$ cat config.mk
export PLATFORM = sky130hd
export DESIGN_NAME = rate_monotonic_background_scheduler
export DESIGN_NICKNAME = d
export VERILOG_FILES = /design/src/rtl/core/rmbs_pkg.sv /design/src/rtl/core/rate_monotonic_background_scheduler.sv /design/src/rtl/core/rmbs_ctrl.sv /design/src/rtl/core/rmbs_datapath.sv
export SDC_FILE = /design/constraint.sdc
export NUM_CORES = 2
export LEC_CHECK = 0
export BUFFER_PORTS_ARGS = -buffer_cell sky130_fd_sc_hd__clkbuf_2
export CAP_MARGIN = 10
export CORE_MARGIN = 4
export CORE_UTILIZATION = 54
export DETAILED_ROUTE_END_ITERATION = 8
export PLACE_DENSITY = 0.7
export SYNTH_ARGS = -nofsm -noshare
export SYNTH_HDL_FRONTEND = slang
export SYNTH_SLANG_ARGS = --single-unit
$ cat constraint.sdc
create_clock -name clock -period 8.5 [get_ports clock]
set_input_delay 2.55 -clock clock [delete_from_list [all_inputs] [get_ports clock]]
set_output_delay 2.55 -clock clock [all_outputs]
set_load 0.02 [all_outputs]
$ cat src/rtl/core/rmbs_pkg.sv
// Shared types and constants of the rate monotonic scheduler.
// No dependencies.
`timescale 1ns / 1ps
package rmbs_pkg;
   localparam logic [15:0] CNT_MAX = 16'hFFFF;

   localparam logic [2:0] OP_LOAD_P = 3'd0;
   localparam logic [2:0] OP_LOAD_A = 3'd1;
   localparam logic [2:0] OP_TICK   = 3'd2;
   localparam logic [2:0] OP_READ_P = 3'd3;
   localparam logic [2:0] OP_READ_A = 3'd4;

   typedef struct packed {
      logic capture;
      logic decode;
      logic load;
      logic pscan;
      logic pwait;
      logic prun;
      logic ascan;
      logic finish;
      logic out_load;
      logic idx_clr;
      logic idx_inc;
      logic idx_best;
   } cmd_type;

   typedef struct packed {
      logic load_ok;
      logic tick_run;
      logic last_p;
      logic last_a;
      logic best_found;
      logic rsp_free;
   } sts_type;

   function automatic logic [15:0] sat_add(input logic [15:0] v, input logic [1:0] a);
      logic [16:0] s;
      s = {1'b0, v} + {15'd0, a};
      return s[16] ? CNT_MAX : s[15:0];
   endfunction
endpackage

$ cat src/rtl/core/rate_monotonic_background_scheduler.sv
// Loads, reads and ticks past the horizon pass from decode straight to the result state;
// a tick within the horizon first runs the periodic, wait and aperiodic slot scans.
// Throughput: one beat in flight; the next is accepted as soon as the result is
// registered, even while that result waits. The three slot scans set the tick time.
// Synchronous active-high reset clears valid bits, counters and CPU state.
// Depends on rmbs_pkg, rmbs_ctrl and rmbs_datapath.
`timescale 1ns / 1ps
module rate_monotonic_background_scheduler
   import rmbs_pkg::*;
#(
   parameter int PERIODIC_SLOTS  = 8,
   parameter int APERIODIC_SLOTS = 8,
   parameter int TIME_BITS       = 16
) (
   input  logic        clock,
   input  logic        reset,
   input  logic        req_valid,
   output logic        req_ready,
   input  logic [2:0]  req_opcode,
   input  logic [2:0]  req_slot,
   input  logic [15:0] req_compute_time,
   input  logic [15:0] req_period_or_arrival,
   input  logic [15:0] req_relative_deadline,
   output logic        rsp_valid,
   input  logic        rsp_ready,
   output logic [3:0]  rsp_task_id,
   output logic        rsp_idle,
   output logic        rsp_missed,
   output logic [15:0] rsp_preemptions,
   output logic [15:0] rsp_switches,
   output logic [15:0] rsp_exec_ticks,
   output logic [15:0] rsp_wait_ticks,
   output logic        rsp_done_res,
   input  logic        csr_we,
   input  logic [15:0] csr_wdata
);
   cmd_type cmd;
   sts_type sts;

   rmbs_ctrl u_ctrl (
      .clock     (clock),
      .reset     (reset),
      .req_valid (req_valid),
      .req_ready (req_ready),
      .sts       (sts),
      .cmd       (cmd)
   );

   rmbs_datapath #(
      .PERIODIC_SLOTS  (PERIODIC_SLOTS),
      .APERIODIC_SLOTS (APERIODIC_SLOTS),
      .TIME_BITS       (TIME_BITS)
   ) u_datapath (
      .clock                 (clock),
      .reset                 (reset),
      .cmd                   (cmd),
      .sts                   (sts),
      .req_opcode            (req_opcode),
      .req_slot              (req_slot),
      .req_compute_time      (req_compute_time),
      .req_period_or_arrival (req_period_or_arrival),
      .req_relative_deadline (req_relative_deadline),
      .csr_we                (csr_we),
      .csr_wdata             (csr_wdata),
      .rsp_valid             (rsp_valid),
      .rsp_ready             (rsp_ready),
      .rsp_task_id           (rsp_task_id),
      .rsp_idle              (rsp_idle),
      .rsp_missed            (rsp_missed),
      .rsp_preemptions       (rsp_preemptions),
      .rsp_switches          (rsp_switches),
      .rsp_exec_ticks        (rsp_exec_ticks),
      .rsp_wait_ticks        (rsp_wait_ticks),
      .rsp_done_res          (rsp_done_res)
   );
endmodule

$ cat src/rtl/core/rmbs_ctrl.sv
// Controller state machine of the scheduler: sequences load, scan and result steps.
// Depends on rmbs_pkg.
`timescale 1ns / 1ps
module rmbs_ctrl
   import rmbs_pkg::*;
(
   input  logic    clock,
   input  logic    reset,
   input  logic    req_valid,
   output logic    req_ready,
   input  sts_type sts,
   output cmd_type cmd
);
   typedef enum logic [7:0] {
      S_IDLE   = 8'b0000_0001,
      S_DECODE = 8'b0000_0010,
      S_PSCAN  = 8'b0000_0100,
      S_PWAIT  = 8'b0000_1000,
      S_PRUN   = 8'b0001_0000,
      S_ASCAN  = 8'b0010_0000,
      S_FINISH = 8'b0100_0000,
      S_OUT    = 8'b1000_0000
   } state_type;

   state_type state_ff, state_in;

   assign req_ready = (state_ff == S_IDLE);

   always_comb begin
      cmd      = '0;
      state_in = state_ff;
      unique case (state_ff)
         S_IDLE: begin
            if (req_valid) begin
               cmd.capture = 1'b1;
               state_in    = S_DECODE;
            end
         end
         S_DECODE: begin
            cmd.decode = 1'b1;
            if (sts.tick_run) begin
               cmd.idx_clr = 1'b1;
               state_in    = S_PSCAN;
            end else begin
               cmd.load = sts.load_ok;
               state_in = S_OUT;
            end
         end
         S_PSCAN: begin
            cmd.pscan = 1'b1;
            if (sts.last_p) begin
               cmd.idx_clr = 1'b1;
               state_in    = S_PWAIT;
            end else begin
               cmd.idx_inc = 1'b1;
            end
         end
         S_PWAIT: begin
            cmd.pwait = 1'b1;
            if (!sts.last_p) begin
               cmd.idx_inc = 1'b1;
            end else if (sts.best_found) begin
               cmd.idx_best = 1'b1;
               state_in     = S_PRUN;
            end else begin
               cmd.idx_clr = 1'b1;
               state_in    = S_ASCAN;
            end
         end
         S_PRUN: begin
            cmd.prun    = 1'b1;
            cmd.idx_clr = 1'b1;
            state_in    = S_ASCAN;
         end
         S_ASCAN: begin
            cmd.ascan = 1'b1;
            if (sts.last_a) begin
               state_in = S_FINISH;
            end else begin
               cmd.idx_inc = 1'b1;
            end
         end
         S_FINISH: begin
            cmd.finish = 1'b1;
            state_in   = S_OUT;
         end
         S_OUT: begin
            if (sts.rsp_free) begin
               cmd.out_load = 1'b1;
               state_in     = S_IDLE;
            end
         end
         default: state_in = S_IDLE;
      endcase
   end

   always_ff @(posedge clock) begin
      if (reset) begin
         state_ff <= S_IDLE;
      end else begin
         state_ff <= state_in;
      end
   end
endmodule

$ cat src/rtl/core/rmbs_datapath.sv
// Datapath of the scheduler: task slot stores, counters, CPU state and result register.
// Depends on rmbs_pkg; driven by rmbs_ctrl.
`timescale 1ns / 1ps
module rmbs_datapath
   import rmbs_pkg::*;
#(
   parameter int PERIODIC_SLOTS  = 8,
   parameter int APERIODIC_SLOTS = 8,
   parameter int TIME_BITS       = 16
) (
   input  logic        clock,
   input  logic        reset,
   input  cmd_type     cmd,
   output sts_type     sts,
   input  logic [2:0]  req_opcode,
   input  logic [2:0]  req_slot,
   input  logic [15:0] req_compute_time,
   input  logic [15:0] req_period_or_arrival,
   input  logic [15:0] req_relative_deadline,
   input  logic        csr_we,
   input  logic [15:0] csr_wdata,
   output logic        rsp_valid,
   input  logic        rsp_ready,
   output logic [3:0]  rsp_task_id,
   output logic        rsp_idle,
   output logic        rsp_missed,
   output logic [15:0] rsp_preemptions,
   output logic [15:0] rsp_switches,
   output logic [15:0] rsp_exec_ticks,
   output logic [15:0] rsp_wait_ticks,
   output logic        rsp_done_res
);
   localparam int P      = PERIODIC_SLOTS;
   localparam int A      = APERIODIC_SLOTS;
   localparam int ALL    = P + A;
   localparam int W      = TIME_BITS + 2;
   localparam int REM_W  = TIME_BITS + 1;
   localparam int MAXS   = (P > A) ? P : A;
   localparam int IDX_W  = (MAXS > 1) ? $clog2(MAXS) : 1;
   localparam int CNT_W  = (ALL > 1) ? $clog2(ALL) : 1;
   localparam int ID_W   = $clog2(ALL + 1);
   localparam logic [ID_W-1:0]  IDLE_ID = '1;
   localparam logic [REM_W-1:0] REM_MAX = '1;

   logic [2:0]       op_ff, slot_ff;
   logic [15:0]      comp_ff, pa_ff, rd_ff;
   logic [IDX_W-1:0] idx_ff;
   logic [TIME_BITS-1:0] tick_ff;
   logic [15:0]      horizon_ff;
   logic             tick_run_ff;

   logic [15:0]      per_compute [P];
   logic [15:0]      per_period [P];
   logic [15:0]      per_rel_deadline [P];
   logic [REM_W-1:0] per_remaining [P];
   logic [W-1:0]     per_abs_deadline [P];
   logic [W-1:0]     per_next_release [P];
   logic [P-1:0]     per_valid_ff;
   logic [15:0]      aper_arrival [A];
   logic [15:0]      aper_remaining [A];
   logic [A-1:0]     aper_valid_ff;
   logic [15:0]      exec_cnt_ff [ALL];
   logic [15:0]      wait_cnt_ff [ALL];

   logic [ID_W-1:0]  cpu_task_ff, last_miss_ff;
   logic [W-1:0]     cpu_left_ff, cpu_dl_ff;
   logic [15:0]      preempt_ff, switch_ff;

   logic             best_found_ff;
   logic [IDX_W-1:0] best_idx_ff;
   logic [15:0]      best_period_ff;
   logic [REM_W-1:0] best_rem_ff;
   logic [W-1:0]     best_dl_ff;

   logic             ran_ff, run_per_ff, run_missed_ff;
   logic [ID_W-1:0]  run_id_ff;
   logic [W-1:0]     run_left_ff, run_dl_ff;

   logic             rsp_valid_ff;
   logic [3:0]       rsp_task_ff;
   logic             rsp_idle_ff, rsp_missed_ff, rsp_done_ff;
   logic [15:0]      rsp_exec_ff, rsp_wait_ff;
   logic [15:0]      rsp_pre_ff, rsp_sw_ff;

   logic slot_p_ok, slot_a_ok, aper_mode;
   logic [CNT_W-1:0] cnt_idx, load_cnt_idx;
   logic [W-1:0] tw, hw;

   assign slot_p_ok = (32'(slot_ff) < P);
   assign slot_a_ok = (32'(slot_ff) < A);
   assign aper_mode = cmd.ascan || (op_ff == OP_READ_A);
   assign cnt_idx   = aper_mode ? CNT_W'(P) + CNT_W'(idx_ff) : CNT_W'(idx_ff);
   assign load_cnt_idx = (op_ff == OP_LOAD_A) ? CNT_W'(P) + CNT_W'(slot_ff)
                                                : CNT_W'(slot_ff);
   assign tw = W'(tick_ff);
   assign hw = W'(horizon_ff);

   assign sts.load_ok  = ((op_ff == OP_LOAD_P) && slot_p_ok) ||
                         ((op_ff == OP_LOAD_A) && slot_a_ok);
   assign sts.tick_run = (op_ff == OP_TICK) && (32'(tick_ff) < 32'(horizon_ff));
   assign sts.last_p   = (idx_ff == IDX_W'(P - 1));
   assign sts.last_a   = (idx_ff == IDX_W'(A - 1));
   assign sts.best_found = best_found_ff;
   assign sts.rsp_free = !rsp_valid_ff || rsp_ready;

   // Periodic slot update at the scan index.
   logic             p_v, rel_hit, rel, cand, p_wait;
   logic [REM_W-1:0] p_rem, rem1;
   logic [REM_W:0]   rem_sum;
   logic [W-1:0]     p_abs, p_nr, abs1, abs2, nr1, base;
   logic [15:0]      p_cmp, p_per, p_rd;

   always_comb begin
      p_v     = per_valid_ff[idx_ff];
      p_rem   = per_remaining[idx_ff];
      p_abs   = per_abs_deadline[idx_ff];
      p_nr    = per_next_release[idx_ff];
      p_cmp   = per_compute[idx_ff];
      p_per   = per_period[idx_ff];
      p_rd    = per_rel_deadline[idx_ff];
      rel_hit = (p_nr == tw);
      rel     = rel_hit && ((p_rem == '0) || (p_abs <= tw));
      abs1    = (rel_hit && (p_rem == '0)) ? tw + W'(p_rd) : p_abs;
      rem_sum = {1'b0, p_rem} + (REM_W + 1)'(p_cmp);
      if (rel) begin
         rem1 = (rem_sum > {1'b0, REM_MAX}) ? REM_MAX : rem_sum[REM_W-1:0];
         nr1  = p_nr + W'(p_per);
         base = p_nr + W'(p_rd);
      end else begin
         rem1 = p_rem;
         nr1  = p_nr;
         base = p_nr - W'(p_per) + W'(p_rd);
      end
      abs2   = ((rem1 == REM_W'(p_cmp)) && (abs1 != base)) ? base : abs1;
      cand   = p_v && (rem1 != '0) && (!best_found_ff || (p_per < best_period_ff));
      p_wait = p_v && (p_rem != '0) && !(best_found_ff && (idx_ff == best_idx_ff));
   end

   logic a_ready;
   assign a_ready = aper_valid_ff[idx_ff] && (W'(aper_arrival[idx_ff]) <= tw) &&
                    (aper_remaining[idx_ff] != '0);

   // Commit of the chosen task to the CPU.
   logic [ID_W-1:0] f_id;
   logic [W-1:0]    f_left, f_dl;
   logic [1:0]      sw_add, pre_add;

   always_comb begin
      f_id    = ran_ff ? run_id_ff : IDLE_ID;
      f_left  = ran_ff ? run_left_ff : '0;
      f_dl    = ran_ff ? run_dl_ff : hw;
      sw_add  = '0;
      pre_add = '0;
      if (ran_ff && run_per_ff && (tick_ff != '0) && (last_miss_ff == run_id_ff) &&
          (cpu_dl_ff != run_dl_ff)) begin
         sw_add = 2'd1;
      end
      if (cpu_task_ff == IDLE_ID) begin
         if (f_id != IDLE_ID) begin
            sw_add = sw_add + 2'd1;
         end
      end else if (cpu_task_ff != f_id) begin
         sw_add  = sw_add + 2'd1;
         pre_add = {1'b0, cpu_left_ff != '0} + {1'b0, f_id == IDLE_ID};
      end
   end

   always_ff @(posedge clock) begin
      if (reset) begin
         horizon_ff <= 16'hFFFF;
      end else if (csr_we) begin
         horizon_ff <= csr_wdata;
      end
   end

   always_ff @(posedge clock) begin
      if (cmd.capture) begin
         op_ff   <= req_opcode;
         slot_ff <= req_slot;
         comp_ff <= req_compute_time;
         pa_ff   <= req_period_or_arrival;
         rd_ff   <= req_relative_deadline;
      end
      if (cmd.capture) begin
         idx_ff <= IDX_W'(req_slot);
      end else if (cmd.idx_clr) begin
         idx_ff <= '0;
      end else if (cmd.idx_inc) begin
         idx_ff <= idx_ff + IDX_W'(1);
      end else if (cmd.idx_best) begin
         idx_ff <= best_idx_ff;
      end
      if (cmd.decode) begin
         tick_run_ff <= sts.tick_run;
      end
   end

   always_ff @(posedge clock) begin
      if (cmd.load && (op_ff == OP_LOAD_P)) begin
         per_compute[slot_ff[IDX_W-1:0]]      <= comp_ff;
         per_period[slot_ff[IDX_W-1:0]]       <= pa_ff;
         per_rel_deadline[slot_ff[IDX_W-1:0]] <= rd_ff;
         per_remaining[slot_ff[IDX_W-1:0]]    <= REM_W'(comp_ff);
         per_abs_deadline[slot_ff[IDX_W-1:0]] <= W'(rd_ff);
         per_next_release[slot_ff[IDX_W-1:0]] <= W'(pa_ff);
      end else if (cmd.pscan && p_v) begin
         per_remaining[idx_ff]    <= rem1;
         per_abs_deadline[idx_ff] <= abs2;
         per_next_release[idx_ff] <= nr1;
      end else if (cmd.prun) begin
         per_remaining[idx_ff] <= best_rem_ff - REM_W'(1);
      end
      if (cmd.load && (op_ff == OP_LOAD_A)) begin
         aper_arrival[slot_ff[IDX_W-1:0]]   <= pa_ff;
         aper_remaining[slot_ff[IDX_W-1:0]] <= comp_ff;
      end else if (cmd.ascan && a_ready && !ran_ff) begin
         aper_remaining[idx_ff] <= aper_remaining[idx_ff] - 16'd1;
      end
   end

   always_ff @(posedge clock) begin
      if (reset) begin
         per_valid_ff  <= '0;
         aper_valid_ff <= '0;
      end else if (cmd.load) begin
         if (op_ff == OP_LOAD_P) begin
            per_valid_ff[slot_ff[IDX_W-1:0]] <= 1'b1;
         end else begin
            aper_valid_ff[slot_ff[IDX_W-1:0]] <= 1'b1;
         end
      end
   end

   always_ff @(posedge clock) begin
      if (reset) begin
         for (int i = 0; i < ALL; i++) begin
            exec_cnt_ff[i] <= '0;
            wait_cnt_ff[i] <= '0;
         end
      end else if (cmd.load) begin
         exec_cnt_ff[load_cnt_idx] <= '0;
         wait_cnt_ff[load_cnt_idx] <= '0;
      end else if ((cmd.pwait && p_wait) || (cmd.ascan && a_ready && ran_ff)) begin
         exec_cnt_ff[cnt_idx] <= sat_add(exec_cnt_ff[cnt_idx], 2'd1);
         wait_cnt_ff[cnt_idx] <= sat_add(wait_cnt_ff[cnt_idx], 2'd1);
      end else if (cmd.prun || (cmd.ascan && a_ready)) begin
         exec_cnt_ff[cnt_idx] <= sat_add(exec_cnt_ff[cnt_idx], 2'd1);
      end
   end

   always_ff @(posedge clock) begin
      if (cmd.capture) begin
         best_found_ff <= 1'b0;
         ran_ff        <= 1'b0;
      end else if (cmd.pscan && cand) begin
         best_found_ff  <= 1'b1;
         best_idx_ff    <= idx_ff;
         best_period_ff <= p_per;
         best_rem_ff    <= rem1;
         best_dl_ff     <= abs2;
      end else if (cmd.prun) begin
         ran_ff        <= 1'b1;
         run_per_ff    <= 1'b1;
         run_id_ff     <= ID_W'(idx_ff);
         run_left_ff   <= W'(best_rem_ff - REM_W'(1));
         run_dl_ff     <= best_dl_ff;
         run_missed_ff <= (tw >= best_dl_ff);
      end else if (cmd.ascan && a_ready && !ran_ff) begin
         ran_ff        <= 1'b1;
         run_per_ff    <= 1'b0;
         run_id_ff     <= ID_W'(cnt_idx);
         run_left_ff   <= W'(aper_remaining[idx_ff] - 16'd1);
         run_dl_ff     <= hw;
         run_missed_ff <= (tw >= hw);
      end
   end

   always_ff @(posedge clock) begin
      if (reset) begin
         tick_ff      <= '0;
         cpu_task_ff  <= IDLE_ID;
         cpu_left_ff  <= '0;
         cpu_dl_ff    <= '1;
         last_miss_ff <= IDLE_ID;
         preempt_ff   <= '0;
         switch_ff    <= '0;
      end else if (cmd.finish) begin
         tick_ff      <= tick_ff + TIME_BITS'(1);
         cpu_task_ff  <= f_id;
         cpu_left_ff  <= f_left;
         cpu_dl_ff    <= f_dl;
         last_miss_ff <= (ran_ff && run_missed_ff) ? run_id_ff : IDLE_ID;
         preempt_ff   <= sat_add(preempt_ff, pre_add);
         switch_ff    <= sat_add(switch_ff, sw_add);
      end
   end

   always_ff @(posedge clock) begin
      if (reset) begin
         rsp_valid_ff <= 1'b0;
      end else if (cmd.out_load) begin
         rsp_valid_ff <= 1'b1;
      end else if (rsp_ready) begin
         rsp_valid_ff <= 1'b0;
      end
   end

   always_ff @(posedge clock) begin
      if (cmd.out_load) begin
         rsp_task_ff   <= (tick_run_ff && ran_ff) ? run_id_ff[3:0] : 4'd0;
         rsp_idle_ff   <= (op_ff == OP_TICK) && !(tick_run_ff && ran_ff);
         rsp_missed_ff <= tick_run_ff && ran_ff && run_missed_ff;
         rsp_done_ff   <= (op_ff == OP_TICK) && !tick_run_ff;
         rsp_pre_ff    <= preempt_ff;
         rsp_sw_ff     <= switch_ff;
         if (((op_ff == OP_READ_P) && slot_p_ok) || ((op_ff == OP_READ_A) && slot_a_ok)) begin
            rsp_exec_ff <= exec_cnt_ff[cnt_idx];
            rsp_wait_ff <= wait_cnt_ff[cnt_idx];
         end else begin
            rsp_exec_ff <= '0;
            rsp_wait_ff <= '0;
         end
      end
   end

   assign rsp_valid       = rsp_valid_ff;
   assign rsp_task_id     = rsp_task_ff;
   assign rsp_idle        = rsp_idle_ff;
   assign rsp_missed      = rsp_missed_ff;
   assign rsp_preemptions = rsp_pre_ff;
   assign rsp_switches    = rsp_sw_ff;
   assign rsp_exec_ticks  = rsp_exec_ff;
   assign rsp_wait_ticks  = rsp_wait_ff;
   assign rsp_done_res    = rsp_done_ff;
endmodule

== Word level (Yosys, flattened, before mapping) ==
Memories as Yosys holds them, arrays and structs flattened. A register that Yosys moved wholly into a read port is not among the register bits.
Cells that the tools add are included.

* $add $sub $neg: 20
* Order comparisons: 10
* Equal/unequal tests: 28
* Muxes and demuxes: 136
* Bitwise gates (word level): 7
* Reductions and logical operators: 68

{| class="wikitable"
|+ Operator list
! operator !! count
|-
| two-way mux 18 bit || 12
|-
| two-way mux 16 bit || 10
|-
| OR reduction 16 bit || 5
|-
| two-way mux 17 bit || 4
|-
| two-way mux 1 bit || 66
|-
| case mux 8 bit (8 select lines) || 1
|-
| adder 18 x 16 -> 18 bit || 3
|-
| two-way mux 3 bit || 17
|-
| two-way mux 8 bit || 6
|-
| != test 18 bit || 2
|-
| OR reduction 18 bit || 2
|-
| adder 16 x 1 -> 17 bit, second input constant || 2
|-
| adder 16 x 2 -> 17 bit || 2
|-
| nonzero test 17 bit || 2
|-
| less-than comparator 16 bit || 2
|-
| nonzero test 16 bit || 2
|-
| logical AND 1 bit || 29
|-
| two-way mux 4 bit || 7
|-
| adder 17 x 16 -> 18 bit || 1
|-
| equality test 18 x 16 -> 1 bit || 1
|-
| greater-or-equal comparator 16 x 18 -> 1 bit || 1
|-
| > comparator 18 x 17 -> 1 bit, second input constant || 1
|-
| less-or-equal comparator 18 x 16 -> 1 bit || 1
|-
| nonzero test 18 bit || 1
|-
| other kinds (54) || 89
|}

* Register bits after elaboration: 362
* RAM bits: 1576
* Input bits: 75
* Word-level logic and storage cells: 318
* Memories kept: 10

{| class="wikitable"
|+ Memories
! name !! words !! width !! read ports !! clocked after memory_dff !! write ports !! RTL line !! RTL
|-
| u_datapath.exec_cnt_ff || 16 || 16 || 1 || 0 || 16 || rmbs_datapath.sv:62 || <nowiki>logic [15:0] exec_cnt_ff [ALL];</nowiki>
|-
| u_datapath.wait_cnt_ff || 16 || 16 || 1 || 0 || 16 || rmbs_datapath.sv:63 || <nowiki>logic [15:0] wait_cnt_ff [ALL];</nowiki>
|-
| u_datapath.per_abs_deadline || 8 || 18 || 1 || 1 || 1 || rmbs_datapath.sv:56 || <nowiki>logic [W-1:0] per_abs_deadline [P];</nowiki>
|-
| u_datapath.per_next_release || 8 || 18 || 1 || 1 || 1 || rmbs_datapath.sv:57 || <nowiki>logic [W-1:0] per_next_release [P];</nowiki>
|-
| u_datapath.per_remaining || 8 || 17 || 1 || 1 || 1 || rmbs_datapath.sv:55 || <nowiki>logic [REM_W-1:0] per_remaining [P];</nowiki>
|-
| u_datapath.aper_arrival || 8 || 16 || 1 || 1 || 1 || rmbs_datapath.sv:59 || <nowiki>logic [15:0] aper_arrival [A];</nowiki>
|-
| +4 memories || -- || -- || -- || -- || -- || -- ||
|}

== Depth between registers and ports, before layout ==
* Depth in word-level cells: 14
* Gate-level depth with buffers: 31

== By module ==
A second synthesis with hierarchy kept.

* Cell total of the unflattened synthesis: 5794
* Area total of the unflattened synthesis: 87151.1 µm²

{| class="wikitable"
|+ Modules (own cells, without submodules)
! module !! instances !! cells an instance !! area each (µm²) !! seq. area each (µm²)
|-
| rmbs_datapath || 1 || 5719 || 86590.5 || 56724.4
|-
| rmbs_ctrl || 1 || 75 || 560.5 || 160.2
|}

== Least setup slack after synthesis ==
Ideal clock, no wire load.

* Path kind: register to register
* Start: register with a tool-made name
* End: register u_datapath.best_dl_ff[0], enable pin
* Setup time: 498 ps
* Arrival time: 8339 ps
* Slack: -337 ps
* Stages on the path, launching flop included: 29
* Cell sequence: dfxtp_1 > buf_6 > buf_6 > buf_6 > buf_4 > buf_4 > buf_2 > buf_4 > buf_2 > buf_2 > mux4_2 > mux2_2 > ha_1 > o21ai_0 > o21ai_0 > a211oi_1 > a41oi_1 > a21o_1 > a2111oi_4 > buf_6 > buf_6 > buf_4 > nor2_1 > a31oi_1 > or4_1 > nor4_1 > a41oi_1 > inv_1 > a31oi_1

{| class="wikitable"
|+ RTL lines
! element !! RTL line !! RTL
|-
| end signal: assignment || rmbs_datapath.sv:260 || <nowiki>best_dl_ff <= abs2;</nowiki>
|-
| end: declaration || rmbs_datapath.sv:73 || <nowiki>logic [W-1:0] best_dl_ff;</nowiki>
|}

==> impl_metrics.py <==
metrics = {
    "drt": {
        "wl_per_cell_um": 26.6,
        "first_pass_iters": 6,
        "ant_nets": 0,
        "routed_wl_mm": 218,
        "num_vias": 51100,
        "drt_iter0_drc": 6018,
        "post-route-drc-count": 0,
        "vias_per_cell": 6.23,
    },
    "synthesis": {
        "async_reset_ff_share_pct": 0,
        "ys_warn_count": 0,
        "yosysSeqAreaShare_pct": 65.6,
        "netlist_instances": 5769,
        "synth_nets": 6043,
        "post_synth_num_cell_types": 92,
        "ys_seq_elements": 1941,
        "postSynthAreaPerCell_um2": 15.0,
        "synth_edf_count": 1801,
        "synthFlopType": "edfxtp_1",
        "netlist_area_mm2": 0.0867,
    },
    "setup_path": {
        "crit_path_max_fanout": 57,
        "r2r_end": "u_datapath.per_abs_deadline[2][8]$_DFFE_PP_",
        "r2r_setup_slack_ns": 1.08,
        "worstSetupStartpointType": "register",
        "worstSetupEndpointType": "register",
        "r2r_cells": 20,
        "crit_type": "register to register",
        "arrival_ns": 7.98,
        "endpoint": "u_datapath.per_abs_deadline[2][8]$_DFFE_PP_",
        "required_ns": 9.06,
    },
    "final_layout": {
        "final_area_mm2": 0.0966,
        "nets": 6231,
        "n_fill_cell": 11600,
        "final_common_cell": "edfxtp_1",
        "drive_above_1_share_pct": 19.1,
        "final_cell_mix": "1801 x edfxtp_1, 775 x nor2_1, 404 x mux4_2",
        "syn2layout_area_growth_pct": 11.4,
        "final_cells": 8200,
    },
    "die": {
        "die_h_um": 409,
        "die-area_mm2": 0.167,
        "die_x_um": 409,
        "start_util_pct": 54.5,
        "rows": 146,
        "fp.coreArea_mm2": 0.159,
        "io_pins": 148,
    },
    "placed_design": {
        "port_buffers": 147,
        "gp_congestion": 0.911,
        "dp_cells": 7820,
        "dp_hpwl_mm": 143,
        "dpl-instance-area_mm2": 0.0901,
    },
    "power_and_ir_drop": {
        "vdd_drop_max_uv": 235,
        "p_leak_nw": 32.9,
        "totalPowerFinal_w": 0.0274,
        "p_per_area_mw_per_mm2": 284,
    },
    "sta": {
        "finalSetupViolations": 0,
        "fmax_ghz": 0.135,
        "worstMarginPinSlew_ns": 1.21,
        "finalSetupTns_ns": 0,
        "post-route-min-period_ns": 7.42,
        "fin_skew_ns": 0.0583,
        "relSlewSlack_pct": 19.0,
        "holdWs_ns": 0.452,
        "slew_violations": 0,
        "hold_viol": 0,
        "rsz0062_at_grt": "no",
        "fin_crit_sh_pct": 87.3,
    },
    "clocking": {
        "numCtsBuffers": 192,
        "cts_sinks": 1941,
        "clk_pin_slew_worst_paths_ns": 0.06,
        "cts-htree-levels": 4,
        "holdBufCountCts": 0,
        "cts_root_buf": "clkbuf_16",
        "cts_tree": "yes",
        "post_cts.repair.setup_buffers": 0,
        "clockBufferDepth": 3,
        "cts_resized": 0,
        "worstSkewPairLatency_ns": 0.86,
    },
    "min_path": {
        "hold_path_class": "register to register",
    },
    "global_routing": {
        "grt_pass1_wl_mm": 327,
        "grt_use_total_pct": 26.1,
        "gr-total-overflow": 0,
        "grt_pass1_vias": 50600,
        "antenna_found_initial": 9,
        "grt_max_degree": 149,
    },
    "status": {
        "status": "complete, no violations",
    },
    "flow_run": {
        "maxCapViolCount": 0,
    },
}
==> metal layers <==
metal / GRT usage (%) / up-vias / share of wire, %
li1: - / 22400 / -
met1: 38.3 / 25900 / 42
met2: 40.0 / 2402 / 46
met3: 4.72 / 356 / 9.1
met4: 8.40 / 4 / 3.1
met5: 0 / - / 0.014
==> power by group <==
part	switching (W)	internal [W]	leakage, nW
logic	0.00468	0.00331	11.9
clock network	0.00368	0.00474	3.07
registers	0.000278	0.0107	17.9
total	0.00864	0.0188	32.9
==> synthesized netlist by cell type, types with 36 or more instances <==
cell type / instances / share of area [%]
clkbuf_1: 193 / 0.84
nor2_1: 807 / 3.5
mux4_2: 404 / 10
o21ai_1: 50 / 0.29
nand4_1: 36 / 0.26
nor3_1: 91 / 0.53
xor2_1: 55 / 0.56
a21oi_1: 156 / 0.90
nand2_1: 278 / 1.2
a31oi_1: 42 / 0.30
o211ai_1: 46 / 0.40
mux2i_1: 150 / 1.7
dfxtp_1: 140 / 3.2
nand3_1: 91 / 0.53
and3_1: 36 / 0.26
and2_1: 51 / 0.37
xnor2_1: 151 / 1.5
a21o_1: 52 / 0.45
buf_2: 56 / 0.32
o21ai_0: 133 / 0.77
inv_1: 206 / 0.89
ha_1: 177 / 2.6
mux2_2: 101 / 1.3
edfxtp_1: 1801 / 62
==> stage by stage <==
step,util (%),worst slack [ns]
floorplan,-,0.312
global placement,56.7,1.20
detailed placement,56.7,1.11
CTS,60.7,1.08
global route,60.8,0.576
finish,60.8,1.08
==> cells by family (layout without fill, tap and decap cells) <==
family,after synthesis,count (layout),synth area share (%)
xor+xnor,207,207,2.10
mux,663,663,13.7
flops,1941,1941,65.6
simple gates,1552,1552,7.97
other cells,0,4,0
compound gates,691,691,5.12
fa+ha+maj,199,199,3.06
buf+inv,516,871,2.45
==> flip-flops by register name, summed over array words and instances (netlist names), 17 cells and up, named ones only <==
signal and cells:
u_datapath.per_abs_deadline 144, u_datapath.per_next_release 144, u_datapath.per_rel_deadline 128, u_datapath.per_compute 128, u_datapath.exec_cnt_ff 256, u_datapath.best_rem_ff 17
u_datapath.aper_arrival 128, u_datapath.per_remaining 136, u_datapath.run_left_ff 18, u_datapath.wait_cnt_ff 256, u_datapath.cpu_dl_ff 18, u_datapath.best_dl_ff 18
u_datapath.per_period 128, u_datapath.aper_remaining 128, u_datapath.run_dl_ff 18, u_datapath.cpu_left_ff 18
==> worst max-delay path, stage by stage (launching register included) <==
cell and delay (ns):
dfxtp_4 1.00, buf_4 0.53, mux2i_1 0.16, mux4_2 0.52
ha_1 0.32, inv_1 0.05, ha_1 0.23, fa_1 0.49
a211o_1 0.33, a21oi_1 0.22, o31ai_1 0.15, o41ai_1 0.41
o21ai_0 0.25, a31oi_1 0.27, xnor2_1 0.14, mux2i_1 0.12
xor2_1 0.19, a2111oi_2 0.39, nand4_1 0.53, a21o_1 0.35
a31oi_1 0.42
==> area by class of cell <==
type / instances / area [um^2] / area share (%)
tap: 2072 / 2590 / 2.68
antenna: 4 / 10.0 / 0.0104
timing repair buffer: 301 / 2010 / 2.08
sequential: 1941 / 56900 / 58.9
multi-input combinational: 3312 / 27900 / 28.9
inverter: 209 / 786 / 0.814
clock buffer: 259 / 5270 / 5.46
clock inverter: 102 / 1080 / 1.12
==> how the worst min path moves through the flow <==
| stage | startpoint | to | slack [ns] | depth (start not counted) |
|---|---|---|---|---|
| 6_report | u_datapath.cpu_left_ff[14]$_SDFFE_PP0P_ | u_datapath.cpu_left_ff[14]$_SDFFE_PP0P_ | 0.45 | 2 |
| 3_5_place_dp | u_datapath.cpu_left_ff[0]$_SDFFE_PP0P_ | u_datapath.cpu_left_ff[0]$_SDFFE_PP0P_ | 0.44 | 2 |
| 5_1_grt | u_datapath.cpu_left_ff[1]$_SDFFE_PP0P_ | u_datapath.cpu_left_ff[1]$_SDFFE_PP0P_ | 0.46 | 2 |
| 3_3_place_gp | u_datapath.cpu_left_ff[1]$_SDFFE_PP0P_ | u_datapath.cpu_left_ff[1]$_SDFFE_PP0P_ | 0.44 | 2 |
| 4_1_cts | u_datapath.cpu_left_ff[7]$_SDFFE_PP0P_ | u_datapath.cpu_left_ff[7]$_SDFFE_PP0P_ | 0.45 | 2 |
| 2_1_floorplan | u_datapath.preempt_ff[13]$_SDFFE_PP0P_ | u_datapath.rsp_preemptions[13]$_DFFE_PP_ | 0.41 | 0 |
(Power assumes the default switching activity.)
